File: config.mk
export PLATFORM = sky130hd
export DESIGN_NAME = class_score_argmax_margin
export DESIGN_NICKNAME = d
export VERILOG_FILES = /design/src/sv/csam_pkg.sv /design/src/sv/class_score_argmax_margin.sv /design/src/sv/csam_front.sv /design/src/sv/csam_fifo.sv /design/src/sv/csam_div.sv /design/src/sv/csam_back.sv
export SDC_FILE = /design/constraint.sdc
export NUM_CORES = 2
export LEC_CHECK = 0
export ABC_CLOCK_PERIOD_IN_PS = 16020
export BUFFER_PORTS_ARGS = -buffer_cell sky130_fd_sc_hd__buf_2
export CAP_MARGIN = 10
export CORE_MARGIN = 1
export CORE_UTILIZATION = 49
export CTS_BUF_LIST = sky130_fd_sc_hd__clkbuf_8
export DETAILED_ROUTE_END_ITERATION = 16
export GPL_ROUTABILITY_DRIVEN = 0
export SYNTH_ARGS = -nofsm -noshare
export SYNTH_HDL_FRONTEND = slang
export SYNTH_SLANG_ARGS = --single-unit
export TNS_END_PERCENT = 30
File: constraint.sdc
create_clock -name clk -period 16.02 [get_ports clk]
set_input_delay 1.602 -clock clk [delete_from_list [all_inputs] [get_ports clk]]
set_output_delay 1.602 -clock clk [all_outputs]
set_load 0.02 [all_outputs]
File: src/sv/csam_pkg.sv
// shared types and constants for the class score argmax/margin block
// no dependencies; imported by every module of the block
package csam_pkg;

  localparam int MAX_CLASSES = 16;
  localparam int CLS_W       = 4;
  localparam int CNT_W       = 5;
  localparam int SCORE_W     = 16;
  localparam int RES_W       = 20;
  localparam int QUAL_W      = 19;
  localparam int THR_W       = 20;
  localparam int DIFF_W      = SCORE_W + 1;
  localparam int PROD_W      = 2 * DIFF_W;
  localparam int CFG_IDX_W   = 3;
  localparam int CFG_DATA_W  = 16;

  localparam logic [QUAL_W-1:0]       QUALITY_CAP = QUAL_W'(409600);
  localparam logic signed [THR_W-1:0] THR_RESET   = THR_W'(409);

  localparam logic CMD_SCORE = 1'b0;
  localparam logic CMD_THR   = 1'b1;

  typedef enum logic [CFG_IDX_W-1:0] {
    CFG_OUT_LO  = 3'd0,
    CFG_OUT_HI  = 3'd1,
    CFG_WANT_LO = 3'd2,
    CFG_WANT_HI = 3'd3,
    CFG_ALIGN   = 3'd4,
    CFG_COUNT   = 3'd5
  } cfg_idx_t;

  typedef struct packed {
    logic                     cmd;
    logic signed [SCORE_W-1:0] score;
    logic                     last_score;
    logic [CLS_W-1:0]         class_index;
    logic signed [THR_W-1:0]  threshold_value;
  } csam_in_t;

  typedef struct packed {
    logic signed [RES_W-1:0] scaled_score;
    logic [CLS_W-1:0]        out_index;
    logic                    last_result;
    logic [CLS_W-1:0]        winner;
    logic [QUAL_W-1:0]       quality;
    logic                    success;
  } csam_out_t;

  typedef struct packed {
    logic signed [SCORE_W-1:0] out_lo;
    logic signed [SCORE_W-1:0] out_hi;
    logic signed [SCORE_W-1:0] want_lo;
    logic signed [SCORE_W-1:0] want_hi;
    logic                      align;
    logic [CNT_W-1:0]          count;
  } csam_cfg_t;

  typedef enum logic {
    Q_THR = 1'b0,
    Q_RUN = 1'b1
  } qkind_t;

  typedef struct packed {
    qkind_t                    kind;
    logic [CLS_W-1:0]          idx;
    logic signed [THR_W-1:0]   thr;
    logic [CNT_W-1:0]          count;
    logic signed [SCORE_W-1:0] vmax;
    logic signed [SCORE_W-1:0] vmin;
  } csam_qent_t;

endpackage

File: src/sv/class_score_argmax_margin.sv
// top level of the class score argmax/margin block: config registers and wiring
// depends on csam_pkg, csam_front, csam_fifo, csam_back (and csam_div below it)
//
// Scores of one vector arrive one item per class (cmd 0), the last one marked;
// the front end stores them at one item per cycle when ready, tracks min/max.
// Threshold writes (cmd 1) travel through the same two-entry queue, so they
// take effect in item order. At a vector end the back end walks the stored
// scores: optional min/max stretch onto the output range, then a linear map
// from the output range onto the wanted range, each a 17x17 multiply and a
// rounded divide in a shared one-bit-per-cycle divider. A zero output span
// skips the map, and a class waits on any output stall. Results leave in
// class order; the last one carries winner, quality and success.
// While a vector is being worked off, new score items wait; threshold writes
// keep flowing until the queue is full.
module class_score_argmax_margin (
  input  logic                             clk,
  input  logic                             rst_n,
  input  csam_pkg::csam_in_t               in_data,
  input  logic                             in_valid,
  output logic                             in_ready,
  output csam_pkg::csam_out_t              out_data,
  output logic                             out_valid,
  input  logic                             out_ready,
  input  logic [csam_pkg::CFG_IDX_W-1:0]   cfg_index,
  input  logic [csam_pkg::CFG_DATA_W-1:0]  cfg_data,
  input  logic                             cfg_valid,
  output logic                             cfg_ready
);
  import csam_pkg::*;

  csam_cfg_t                 cfg_r;
  csam_qent_t                fq_data, bq_data;
  logic                      fq_valid, fq_ready, bq_valid, bq_ready;
  logic                      run_done;
  logic [CLS_W-1:0]          rd_idx;
  logic signed [SCORE_W-1:0] rd_data;

  // config writes are always taken, unknown indexes are dropped
  assign cfg_ready = 1'b1;

  always_ff @(posedge clk) begin
    if (!rst_n) begin
      cfg_r.out_lo  <= -SCORE_W'(2048);
      cfg_r.out_hi  <= SCORE_W'(2048);
      cfg_r.want_lo <= -SCORE_W'(2048);
      cfg_r.want_hi <= SCORE_W'(2048);
      cfg_r.align   <= 1'b0;
      cfg_r.count   <= CNT_W'(10);
    end else if (cfg_valid) begin
      case (cfg_index)
        CFG_OUT_LO:  cfg_r.out_lo  <= cfg_data;
        CFG_OUT_HI:  cfg_r.out_hi  <= cfg_data;
        CFG_WANT_LO: cfg_r.want_lo <= cfg_data;
        CFG_WANT_HI: cfg_r.want_hi <= cfg_data;
        CFG_ALIGN:   cfg_r.align   <= cfg_data[0];
        CFG_COUNT:   cfg_r.count   <= cfg_data[CNT_W-1:0];
        default: ;
      endcase
    end
  end

  // front: score loading, extremes, vector end detection
  csam_front u_front (
    .clk         (clk),
    .rst_n       (rst_n),
    .in_data     (in_data),
    .in_valid    (in_valid),
    .in_ready    (in_ready),
    .class_count (cfg_r.count),
    .q_data      (fq_data),
    .q_valid     (fq_valid),
    .q_ready     (fq_ready),
    .run_done    (run_done),
    .rd_idx      (rd_idx),
    .rd_data     (rd_data)
  );

  // queue of threshold writes and vector runs
  csam_fifo u_fifo (
    .clk      (clk),
    .rst_n    (rst_n),
    .wr_data  (fq_data),
    .wr_valid (fq_valid),
    .wr_ready (fq_ready),
    .rd_data  (bq_data),
    .rd_valid (bq_valid),
    .rd_ready (bq_ready)
  );

  // back: per-class arithmetic, winner/margin, result register
  csam_back u_back (
    .clk       (clk),
    .rst_n     (rst_n),
    .cfg       (cfg_r),
    .q_data    (bq_data),
    .q_valid   (bq_valid),
    .q_ready   (bq_ready),
    .rd_idx    (rd_idx),
    .rd_data   (rd_data),
    .run_done  (run_done),
    .out_data  (out_data),
    .out_valid (out_valid),
    .out_ready (out_ready)
  );

`ifndef ASSERT_OFF
  // quality never exceeds the cap on a final result
  a_qual_cap: assert property (@(posedge clk) disable iff (!rst_n)
    out_valid && out_data.last_result |-> out_data.quality <= QUALITY_CAP)
    else $error("quality above cap");

  // summary fields are zero on results that are not final
  a_nonfinal_zero: assert property (@(posedge clk) disable iff (!rst_n)
    out_valid && !out_data.last_result |->
      out_data.winner == '0 && out_data.quality == '0 && !out_data.success)
    else $error("summary on non-final result");

  // the winner is one of the classes already emitted
  a_winner_range: assert property (@(posedge clk) disable iff (!rst_n)
    out_valid && out_data.last_result |-> out_data.winner <= out_data.out_index)
    else $error("winner beyond last class");
`endif

endmodule

File: src/sv/csam_front.sv
// front end: accepts items, loads the score store and tracks min/max
// depends on csam_pkg
module csam_front (
  input  logic                        clk,
  input  logic                        rst_n,
  input  csam_pkg::csam_in_t          in_data,
  input  logic                        in_valid,
  output logic                        in_ready,
  input  logic [csam_pkg::CNT_W-1:0]  class_count,
  output csam_pkg::csam_qent_t        q_data,
  output logic                        q_valid,
  input  logic                        q_ready,
  input  logic                        run_done,
  input  logic [csam_pkg::CLS_W-1:0]  rd_idx,
  output logic signed [csam_pkg::SCORE_W-1:0] rd_data
);
  import csam_pkg::*;

  logic signed [SCORE_W-1:0] store_r [MAX_CLASSES];
  logic [CNT_W-1:0]          cnt_r, cnt_nxt, eff;
  logic signed [SCORE_W-1:0] max_r, max_nxt, min_r, min_nxt;
  logic                      busy_r;
  logic                      is_thr, acc, take;

  always_comb begin
    if (class_count == '0) begin
      eff = CNT_W'(1);
    end else if (class_count > CNT_W'(MAX_CLASSES)) begin
      eff = CNT_W'(MAX_CLASSES);
    end else begin
      eff = class_count;
    end
  end

  assign is_thr   = (in_data.cmd == CMD_THR);
  // score items wait until the back end has drained the store
  assign in_ready = q_ready && (is_thr || !busy_r);
  assign acc      = in_valid && in_ready;
  assign take     = acc && !is_thr && (cnt_r < eff);

  always_comb begin
    cnt_nxt = cnt_r;
    max_nxt = max_r;
    min_nxt = min_r;
    if (take) begin
      cnt_nxt = cnt_r + CNT_W'(1);
      if (cnt_r == '0 || in_data.score > max_r) max_nxt = in_data.score;
      if (cnt_r == '0 || in_data.score < min_r) min_nxt = in_data.score;
    end
  end

  assign q_valid       = acc && (is_thr || in_data.last_score);
  assign q_data.kind   = is_thr ? Q_THR : Q_RUN;
  assign q_data.idx    = in_data.class_index;
  assign q_data.thr    = in_data.threshold_value;
  assign q_data.count  = cnt_nxt;
  assign q_data.vmax   = max_nxt;
  assign q_data.vmin   = min_nxt;

  assign rd_data = store_r[rd_idx];

  always_ff @(posedge clk) begin
    if (!rst_n) begin
      cnt_r  <= '0;
      busy_r <= 1'b0;
    end else begin
      if (acc && !is_thr && in_data.last_score) begin
        cnt_r  <= '0;
        busy_r <= 1'b1;
      end else begin
        cnt_r <= cnt_nxt;
        if (run_done) busy_r <= 1'b0;
      end
    end
  end

  always_ff @(posedge clk) begin
    max_r <= max_nxt;
    min_r <= min_nxt;
    if (take) store_r[cnt_r[CLS_W-1:0]] <= in_data.score;
  end

endmodule

File: src/sv/csam_fifo.sv
// two-entry queue between front and back ends
// depends on csam_pkg
module csam_fifo (
  input  logic                 clk,
  input  logic                 rst_n,
  input  csam_pkg::csam_qent_t wr_data,
  input  logic                 wr_valid,
  output logic                 wr_ready,
  output csam_pkg::csam_qent_t rd_data,
  output logic                 rd_valid,
  input  logic                 rd_ready
);
  import csam_pkg::*;

  csam_qent_t mem_r [2];
  logic       wp_r, rp_r;
  logic [1:0] fill_r;
  logic       wr, rd;

  assign wr_ready = (fill_r != 2'd2);
  assign rd_valid = (fill_r != 2'd0);
  assign rd_data  = mem_r[rp_r];
  assign wr       = wr_valid && wr_ready;
  assign rd       = rd_valid && rd_ready;

  always_ff @(posedge clk) begin
    if (!rst_n) begin
      wp_r   <= 1'b0;
      rp_r   <= 1'b0;
      fill_r <= 2'd0;
    end else begin
      if (wr) wp_r <= ~wp_r;
      if (rd) rp_r <= ~rp_r;
      if (wr && !rd) fill_r <= fill_r + 2'd1;
      else if (rd && !wr) fill_r <= fill_r - 2'd1;
    end
  end

  always_ff @(posedge clk) begin
    if (wr) mem_r[wp_r] <= wr_data;
  end

endmodule

File: src/sv/csam_div.sv
// shared divider, one quotient bit per cycle, round to nearest, ties away
// depends on csam_pkg
module csam_div (
  input  logic                                clk,
  input  logic                                rst_n,
  input  logic                                start,
  input  logic signed [csam_pkg::PROD_W-1:0]  num,
  input  logic signed [csam_pkg::DIFF_W-1:0]  den,
  output logic                                done,
  output logic signed [csam_pkg::PROD_W:0]    quot
);
  import csam_pkg::*;

  localparam int STEP_W = $clog2(PROD_W + 1);

  logic [PROD_W-1:0] n_r, na;
  logic [DIFF_W-1:0] d_r, dm, rem_r;
  logic [DIFF_W:0]   trial;
  logic              neg_r, done_r, ge;
  logic [STEP_W-1:0] step_r;

  assign na    = num[PROD_W-1] ? PROD_W'(-num) : PROD_W'(num);
  assign dm    = den[DIFF_W-1] ? DIFF_W'(-den) : DIFF_W'(den);
  assign trial = {rem_r, n_r[PROD_W-1]};
  assign ge    = (trial >= {1'b0, d_r});

  always_ff @(posedge clk) begin
    if (!rst_n) begin
      step_r <= '0;
      done_r <= 1'b0;
    end else begin
      // done pulses after the last quotient bit
      done_r <= !start && (step_r == STEP_W'(1));
      if (start) begin
        n_r    <= na + PROD_W'(dm >> 1);
        d_r    <= dm;
        rem_r  <= '0;
        neg_r  <= num[PROD_W-1] ^ den[DIFF_W-1];
        step_r <= STEP_W'(PROD_W);
      end else if (step_r != '0) begin
        rem_r  <= ge ? DIFF_W'(trial - {1'b0, d_r}) : trial[DIFF_W-1:0];
        n_r    <= {n_r[PROD_W-2:0], ge};
        step_r <= step_r - STEP_W'(1);
      end
    end
  end

  assign done = done_r;
  assign quot = neg_r ? -$signed({1'b0, n_r}) : $signed({1'b0, n_r});

endmodule

File: src/sv/csam_back.sv
// back end: thresholds, align/scale per class, winner and margin tracking
// depends on csam_pkg and csam_div
module csam_back (
  input  logic                         clk,
  input  logic                         rst_n,
  input  csam_pkg::csam_cfg_t          cfg,
  input  csam_pkg::csam_qent_t         q_data,
  input  logic                         q_valid,
  output logic                         q_ready,
  output logic [csam_pkg::CLS_W-1:0]   rd_idx,
  input  logic signed [csam_pkg::SCORE_W-1:0] rd_data,
  output logic                         run_done,
  output csam_pkg::csam_out_t          out_data,
  output logic                         out_valid,
  input  logic                         out_ready
);
  import csam_pkg::*;

  typedef enum logic [3:0] {
    S_IDLE, S_LOAD, S_AMUL, S_AGO, S_AWAIT, S_SMUL, S_SGO, S_SWAIT, S_EMIT
  } state_t;

  localparam logic signed [PROD_W+1:0] SAT_HI = (PROD_W+2)'(524287);
  localparam logic signed [PROD_W+1:0] SAT_LO = -(PROD_W+2)'(524288);

  state_t                    state_r;
  logic [CNT_W-1:0]          n_r, k_r;
  logic signed [SCORE_W-1:0] min_r;
  logic signed [DIFF_W-1:0]  dspan_r, v_r;
  logic                      align_r;
  logic signed [PROD_W-1:0]  prod_r;
  logic signed [RES_W-1:0]   res_r;
  logic signed [THR_W-1:0]   thr_r [MAX_CLASSES];
  logic signed [RES_W-1:0]   best_r, second_r, best_nxt, second_nxt;
  logic [CLS_W-1:0]          bidx_r, bidx_nxt;
  logic                      have2_r, have2_nxt;
  csam_out_t                 out_r;
  logic                      out_valid_r, done_r;

  logic signed [DIFF_W-1:0]  ospan, wspan;
  logic                      div_start, div_done;
  logic signed [PROD_W-1:0]  div_num;
  logic signed [DIFF_W-1:0]  div_den;
  logic signed [PROD_W:0]    quot;
  logic signed [PROD_W:0]    asum;
  logic signed [PROD_W+1:0]  ssum;
  logic signed [RES_W:0]     margin;
  logic [QUAL_W-1:0]         qual;
  logic signed [THR_W-1:0]   wthr;
  logic                      fin, ok, slot;

  assign ospan = DIFF_W'(cfg.out_hi) - DIFF_W'(cfg.out_lo);
  assign wspan = DIFF_W'(cfg.want_hi) - DIFF_W'(cfg.want_lo);

  assign div_start = (state_r == S_AGO) || (state_r == S_SGO);
  assign div_num   = prod_r;
  assign div_den   = (state_r == S_AGO) ? dspan_r : ospan;

  csam_div u_div (
    .clk   (clk),
    .rst_n (rst_n),
    .start (div_start),
    .num   (div_num),
    .den   (div_den),
    .done  (div_done),
    .quot  (quot)
  );

  assign asum = quot + (PROD_W+1)'(cfg.out_lo);
  assign ssum = (PROD_W+2)'(quot) + (PROD_W+2)'(cfg.want_lo);

  // running first maximum and runner-up
  always_comb begin
    best_nxt   = best_r;
    bidx_nxt   = bidx_r;
    second_nxt = second_r;
    have2_nxt  = have2_r;
    if (k_r == '0) begin
      best_nxt  = res_r;
      bidx_nxt  = '0;
      have2_nxt = 1'b0;
    end else if (res_r > best_r) begin
      second_nxt = best_r;
      have2_nxt  = 1'b1;
      best_nxt   = res_r;
      bidx_nxt   = k_r[CLS_W-1:0];
    end else if (!have2_r || res_r > second_r) begin
      second_nxt = res_r;
      have2_nxt  = 1'b1;
    end
  end

  assign margin = (RES_W+1)'(best_nxt) - (RES_W+1)'(second_nxt);
  assign qual   = (!have2_nxt || margin > $signed({2'b00, QUALITY_CAP})) ? QUALITY_CAP
                : margin[QUAL_W-1:0];
  assign wthr   = thr_r[bidx_nxt];
  assign ok     = (wthr > 0) && ((RES_W+1)'(wthr) < $signed({2'b00, qual}));
  assign fin    = (k_r + CNT_W'(1) == n_r);
  assign slot   = !out_valid_r || out_ready;

  assign q_ready   = (state_r == S_IDLE);
  assign rd_idx    = k_r[CLS_W-1:0];
  assign run_done  = done_r;
  assign out_data  = out_r;
  assign out_valid = out_valid_r;

  always_ff @(posedge clk) begin
    if (!rst_n) begin
      state_r     <= S_IDLE;
      out_valid_r <= 1'b0;
      done_r      <= 1'b0;
      for (int i = 0; i < MAX_CLASSES; i++) thr_r[i] <= THR_RESET;
    end else begin
      done_r <= (state_r == S_EMIT) && slot && fin;
      if (state_r == S_EMIT && slot) out_valid_r <= 1'b1;
      else if (out_ready) out_valid_r <= 1'b0;
      case (state_r)
        S_IDLE: begin
          if (q_valid) begin
            if (q_data.kind == Q_THR) begin
              thr_r[q_data.idx] <= q_data.thr;
            end else begin
              n_r     <= q_data.count;
              k_r     <= '0;
              min_r   <= q_data.vmin;
              dspan_r <= DIFF_W'(q_data.vmax) - DIFF_W'(q_data.vmin);
              align_r <= cfg.align && (q_data.vmax != '0) && (q_data.vmax != q_data.vmin);
              state_r <= S_LOAD;
            end
          end
        end
        S_LOAD: begin
          v_r     <= DIFF_W'(rd_data);
          state_r <= align_r ? S_AMUL : S_SMUL;
        end
        S_AMUL: begin
          prod_r  <= (v_r - DIFF_W'(min_r)) * ospan;
          state_r <= S_AGO;
        end
        S_AGO: state_r <= S_AWAIT;
        S_AWAIT: begin
          if (div_done) begin
            v_r     <= asum[DIFF_W-1:0];
            state_r <= S_SMUL;
          end
        end
        S_SMUL: begin
          if (ospan != '0) begin
            prod_r  <= (v_r - DIFF_W'(cfg.out_lo)) * wspan;
            state_r <= S_SGO;
          end else begin
            res_r   <= RES_W'(v_r);
            state_r <= S_EMIT;
          end
        end
        S_SGO: state_r <= S_SWAIT;
        S_SWAIT: begin
          if (div_done) begin
            if (ssum > SAT_HI) res_r <= RES_W'(SAT_HI);
            else if (ssum < SAT_LO) res_r <= RES_W'(SAT_LO);
            else res_r <= ssum[RES_W-1:0];
            state_r <= S_EMIT;
          end
        end
        S_EMIT: begin
          if (slot) begin
            out_r.scaled_score <= res_r;
            out_r.out_index    <= k_r[CLS_W-1:0];
            out_r.last_result  <= fin;
            out_r.winner       <= fin ? bidx_nxt : '0;
            out_r.quality      <= fin ? qual : '0;
            out_r.success      <= fin && ok;
            best_r   <= best_nxt;
            bidx_r   <= bidx_nxt;
            second_r <= second_nxt;
            have2_r  <= have2_nxt;
            k_r      <= k_r + CNT_W'(1);
            if (fin) begin
              state_r <= S_IDLE;
            end else begin
              state_r <= S_LOAD;
            end
          end
        end
        default: state_r <= S_IDLE;
      endcase
    end
  end

endmodule

---- After elaboration in Yosys (flattened, before gate mapping) ----
Memory sizes are Yosys's and may differ from the RTL's. A register that Yosys moved wholly into a read port is not among the register bits.
Index checks and enable logic that the tools add are counted.
word-level totals
  bits in writable memories ............... 700
  memories ................................ 3
  flip-flop bits (word level) ............. 403
  bits of input ports ..................... 66
  word-level logic and storage cells ...... 245
memories
  memory           words  bits a word  read ports  clocked after Yosys merged registers in  write ports  RTL line          text
  u_back.thr_r     16     20           1           0                                        16           csam_back.sv:33   logic signed [THR_W-1:0] thr_r [MAX_CLASSES];
  u_front.store_r  16     16           1           1                                        1            csam_front.sv:19  logic signed [SCORE_W-1:0] store_r [MAX_CLASSES];
  u_fifo.mem_r     2      62           1           1                                        1            csam_fifo.sv:15   csam_qent_t mem_r [2];
operators by class
  $add $sub $neg .......................... 18
  reduce and logical (&&, ||, !) cells .... 68
  mux-type cells .......................... 73
  order comparisons ....................... 12
  eq/ne operators ......................... 24
  multiply operators ...................... 2
  bitwise operators ....................... 4
operator list
  kind                  number
  $mux 20               10
  $mux 34               4
  $mux 17               5
  $mul 18x17->34        2
  $pmux 34 s2           1
  $mux 16               4
  $sub 16x16->17        3
  $gt 20x20->1          2
  $mux 4                10
  $pmux 20 s2           1
  $add 35x16->36        1
  $gt 36x20->1 const B  1
  $lt 36x20->1 const B  1
  $pmux 4 s9            1
  $sub 17x16->18        2
  $mux 35               1
  $neg 34->35           1
  $add 34x16->34        1
  $neg 34->34           1
  $pmux 17 s2           1
  $mux 5                6
  $mux 1                22
  $gt 21x20->1 const B  1
  $sub 20x20->21        1
  49 further kinds      118

---- Logic depth before layout (Yosys ltp) ----
  word-level depth ........................ 12
  depth in mapped cells ................... 42
  mapped depth without buffers ............ 41

---- Hierarchy ----
From an unflattened synthesis, not the netlist that was laid out.
second synthesis, totals
  cell total of the unflattened synthesis .. 7679
  area, all modules ....................... 81658.3 µm²
by module, submodules not included
  module                     instances  area an instance (µm²)  cells an instance  sequential area each (µm²)
  csam_back                  1          54138.2                 5687               16005.4
  csam_front                 1          13167.6                 765                8448.1
  csam_div                   1          6944.2                  750                2212.1
  csam_fifo                  1          4712.0                  217                3823.7
  class_score_argmax_margin  1          2696.3                  260                1401.3

---- Least setup slack after synthesis ----
No wires, ideal clock.
  kind .................................... register to register
  from .................................... reg u_back.v_r[0]
  to ...................................... reg u_back.prod_r[32] (netlist: u_back.div_num[32]) (data pin)
  slack ................................... 6.688 ns
  arrival ................................. 9.060 ns
  path buffers ............................ 1
  cell stages (with the launch flop) ...... 41
  required time ........................... 15.748 ns
  setup time .............................. 0.272 ns
  cell sequence ........................... edfxtp_1 inv_1 ha_1 inv_1 fa_1 a21o_1 a21oi_1 o21bai_1 a21oi_1 o21bai_1 a21oi_1 o21bai_1 a21oi_1 o21ai_1 a21o_1 a21oi_1 xnor2_1 clkbuf_1 (+5 left out) fa_1 fa_1 fa_1 inv_1 fa_1 ha_1 a21o_1 a21oi_1 nor2_1 nor2_1 o31ai_1 a311o_1 a21o_1 a21oi_1 o21ai_1 a311oi_1 xor2_1 mux2i_1
between the ends
  longest elaborated chain between the ends .. 4
RTL lines
  what                      RTL line          text
  start: declaration        csam_back.sv:29   logic signed [DIFF_W-1:0] dspan_r, v_r;
  start signal: assignment  csam_back.sv:133  v_r <= DIFF_W'(rd_data);
  start signal: assignment  csam_back.sv:143  v_r <= asum[DIFF_W-1:0];
  $sub 17x16->18            csam_back.sv:149  prod_r <= (v_r - DIFF_W'(cfg.out_lo)) * wspan;
  $mul 18x17->34            csam_back.sv:149
  $mux 34                   csam_back.sv:148  if (ospan != '0) begin
  $pmux 34 s2 (*)           csam_back.sv:117  case (state_r)
  end signal: assignment    csam_back.sv:137  prod_r <= (v_r - DIFF_W'(min_r)) * ospan;
  end signal: assignment    csam_back.sv:149
  end: declaration          csam_back.sv:31   logic signed [PROD_W-1:0] prod_r;
Every way passes the cells marked *; elsewhere a longest branch is shown, timed or not. The select of a mux whose other input is x is not followed.
A chain may end at the register's enable or synchronous reset.

---- Final worst setup path ----
  from .................................... reg u_back.v_r[0]
  to ...................................... reg u_back.prod_r[33] (netlist: u_back.div_num[33]) (data pin)
The elaborated chain is that of the path after synthesis.

==> impl_metrics.csv <==
group,metric,value,unit
cts,path_clk_slew,0.06,ns
cts,post_cts_resized,0,
global_routing,gr-usage-met2,41.8,%
min_path,holdPathStages,2,
cts,numCtsBuffers,187,
routing,drt_drc_violations_left,0,
cells_and_area,fin_cells,9912,
critical_path,critPathKind,"flop to flop",
cells_and_area,post-route-util,53.8,%
floorplan,ios,118,
timing,rsz0062_at_grt,"false",
routing,vias,56100,
synthesis,synth_edf_count,978,
critical_path,cpPeakStageDelay,0.67,ns
global_routing,gr-usage-met3,5.65,%
timing,relSlewSlack,15.1,%
critical_path,path_common_cell,"fa_1",
synthesis,synth-seq-cells,1108,
synthesis,yosysWarnings,0,
cts,ctsHoldBuffers,0,
place,dpl.cell_count,9555,
routing,routed_wl,223,mm
floorplan,start_util,49.3,%
timing,setup_viol,0,
timing,skew,0.0472,ns
critical_path,cp.arrival,11.47,ns
synthesis,synth_top_cell_area_share,37.1,%
global_routing,grt_pass1_vias,55300,
synthesis,ys_async_sr_fraction,0,%
timing,hold_viol_final,0,
critical_path,end_kind,"flop",
cts,insertion_delay,0.89,ns
global_routing,gr-usage-all-layers,27.5,%
min_path,worstHoldPathType,"flop to flop",
timing,fmax,92.1,MHz
cells_and_area,regArea,32000,um2
cts,cts_sinks,1108,
synthesis,synth_area,79100,um2
global_routing,grt_pass1_wl,339,mm
place,dp_hpwl,166,mm
global_routing,use_met1,39.9,%
timing,drv_slew,0,
cts,htreeDepth,4,
global_routing,overflow,0,
global_routing,grt_max_degree,70,
cells_and_area,multi_input_area,43000,um2
routing,drt-pass1-iter-count,6,
routing,viasPerCell,5.66,
synthesis,ys_types,95,
timing,tightest_slew,1.27,ns
cts,cts_max_path_buffers,3,
synthesis,yosysMostFrequentCell,"nand2_1",
cts,postCtsSetupBuffers,0,
cts,cts_tree,"done",
floorplan,std_cell_rows,147,
job,maxCapViolations,0,
floorplan,die_area,163000,um2
synthesis,synth.area.top_cells,"edfxtp_1 (37%), fa_1 (16%), ha_1 (7.3%)",
critical_path,crit_slowest_cell,"o41ai_1",
routing,drtAntennaViolNets,0,
cells_and_area,num-fill-cells,14200,
synthesis,ys_seq_area_share,40.4,%
synthesis,avgSynthCellArea,10.7,um2
synthesis,ys.flop_type,"edfxtp_1",
floorplan,core,160000,um2
cells_and_area,drive_gt1_share,9.55,%
cells_and_area,finalNetCount,8732,
place,numPortBuffers,116,
outcome,status,"completed",
critical_path,worstRegToRegCells,38,
floorplan,die_w,404,um
cells_and_area,syn_to_final_growth,9.09,%
synthesis,synth_top_area_cell,"edfxtp_1",
floorplan,die_h,404,um
global_routing,grt.busiest_layer,"met2",
cells_and_area,final_cell_area,86300,um2
timing,fin_tns_setup,0,ns
routing,post_drt_wl_per_cell,22.5,um
global_routing,antenna_found_initial,21,
synthesis,synthesis.instances,7417,
critical_path,cp_max_fo,12,
routing,dr.first_iter.drc_count,5040,
critical_path,startpoint_type,"flop",
timing,finalCritPeriodShare,67.8,%
critical_path,crit_required,16.63,ns
timing,period_needed,10.86,ns
cts,root_buffer,"clkbuf_8",
synthesis,synthTopCellsByCount,"nand2_1 (1014), edfxtp_1 (978), inv_1 (876)",
synthesis,syn_nets,8564,
place,place_area,82700,um2
==> metal layers <==
layer,up-vias,routed length [um]
li1,25700,-
met1,28000,99100
met2,2087,100000
met3,308,18800
met4,16,4990
met5,-,93
==> registers in the layout, indices dropped and copies added, names as in the netlist, 20 cells and up, named ones only <==
name              cells
u_front.store_r     256
u_back.div_num       34
u_back.thr_r        320
u_back.res_r         20
cfg_r                70
u_back.best_r        20
u_back.second_r      20
u_back.u_div.n_r     34
u_fifo.mem_r        124
u_back.out_data      49
==> area by class of cell <==
cell class | instances | area share, %
Antenna cell | 11 | 0.0319
Multi-Input combinational cell | 5147 | 49.8
Tap cell | 2160 | 3.13
Timing Repair Buffer | 261 | 1.94
Sequential cell | 1108 | 37.0
Clock buffer | 206 | 3.28
Inverter | 880 | 3.84
Clock inverter | 139 | 0.923
==> final timing paths <==
| check | from | endpoint | slack, ns |
|---|---|---|---|
| worst max register to register | u_back.v_r[0]$_DFFE_PP_ | u_back.div_num[33]$_DFFE_PP_ | 5.16 |
| worst min-delay path | cfg_r[8]$_SDFFE_PN0P_ | cfg_r[8]$_SDFFE_PN0P_ | 0.47 |
| worst max-delay path | u_back.v_r[0]$_DFFE_PP_ | u_back.div_num[33]$_DFFE_PP_ | 5.16 |
| worst min register to register | cfg_r[8]$_SDFFE_PN0P_ | cfg_r[8]$_SDFFE_PN0P_ | 0.47 |
==> cell usage in the layout, fill, tap and decap left out, types with 186 or more instances in the layout <==
cell type	instances
nand2_1	1014
xnor2_1	230
inv_1	951
fa_1	620
clkbuf_8	206
ha_1	461
edfxtp_1	978
a21oi_1	236
nor2_1	703
o21ai_0	186
==> stage by stage <==
step,setup slack [ns],hold slack [ns]
2_1_floorplan,6.69,0.424
3_3_place_gp,5.40,0.456
3_5_place_dp,5.28,0.466
4_1_cts,5.20,0.474
5_1_grt,4.46,0.488
6_report,5.16,0.473
==> logic make-up after synthesis <==
family / Yosys count / synth area share (%)
AOI/OAI and AO/OA: 1024 / 8.57
xor gates and xnor gates: 346 / 3.84
adders and majority gates: 1081 / 23.0
buffers and inverters: 1162 / 5.56
DFF: 1108 / 40.4
muxes: 298 / 5.19
other: 1 / 0.00474
and+or+nand+nor: 2397 / 13.5
==> worst max-delay path: cells and delay by family, from the launching register on <==
family,cells,cell delay [ns]
AOI/OAI and AO/OA,19,5.21
xor gates and xnor gates,2,0.31
adders and majority gates,9,3.98
buffers and inverters,6,0.57
DFF,1,0.35
muxes,1,0.08
and+or+nand+nor,1,0.11
Power is not shown: default switching activity piles up to over one toggle a cycle in this logic, so the estimate is an artifact.
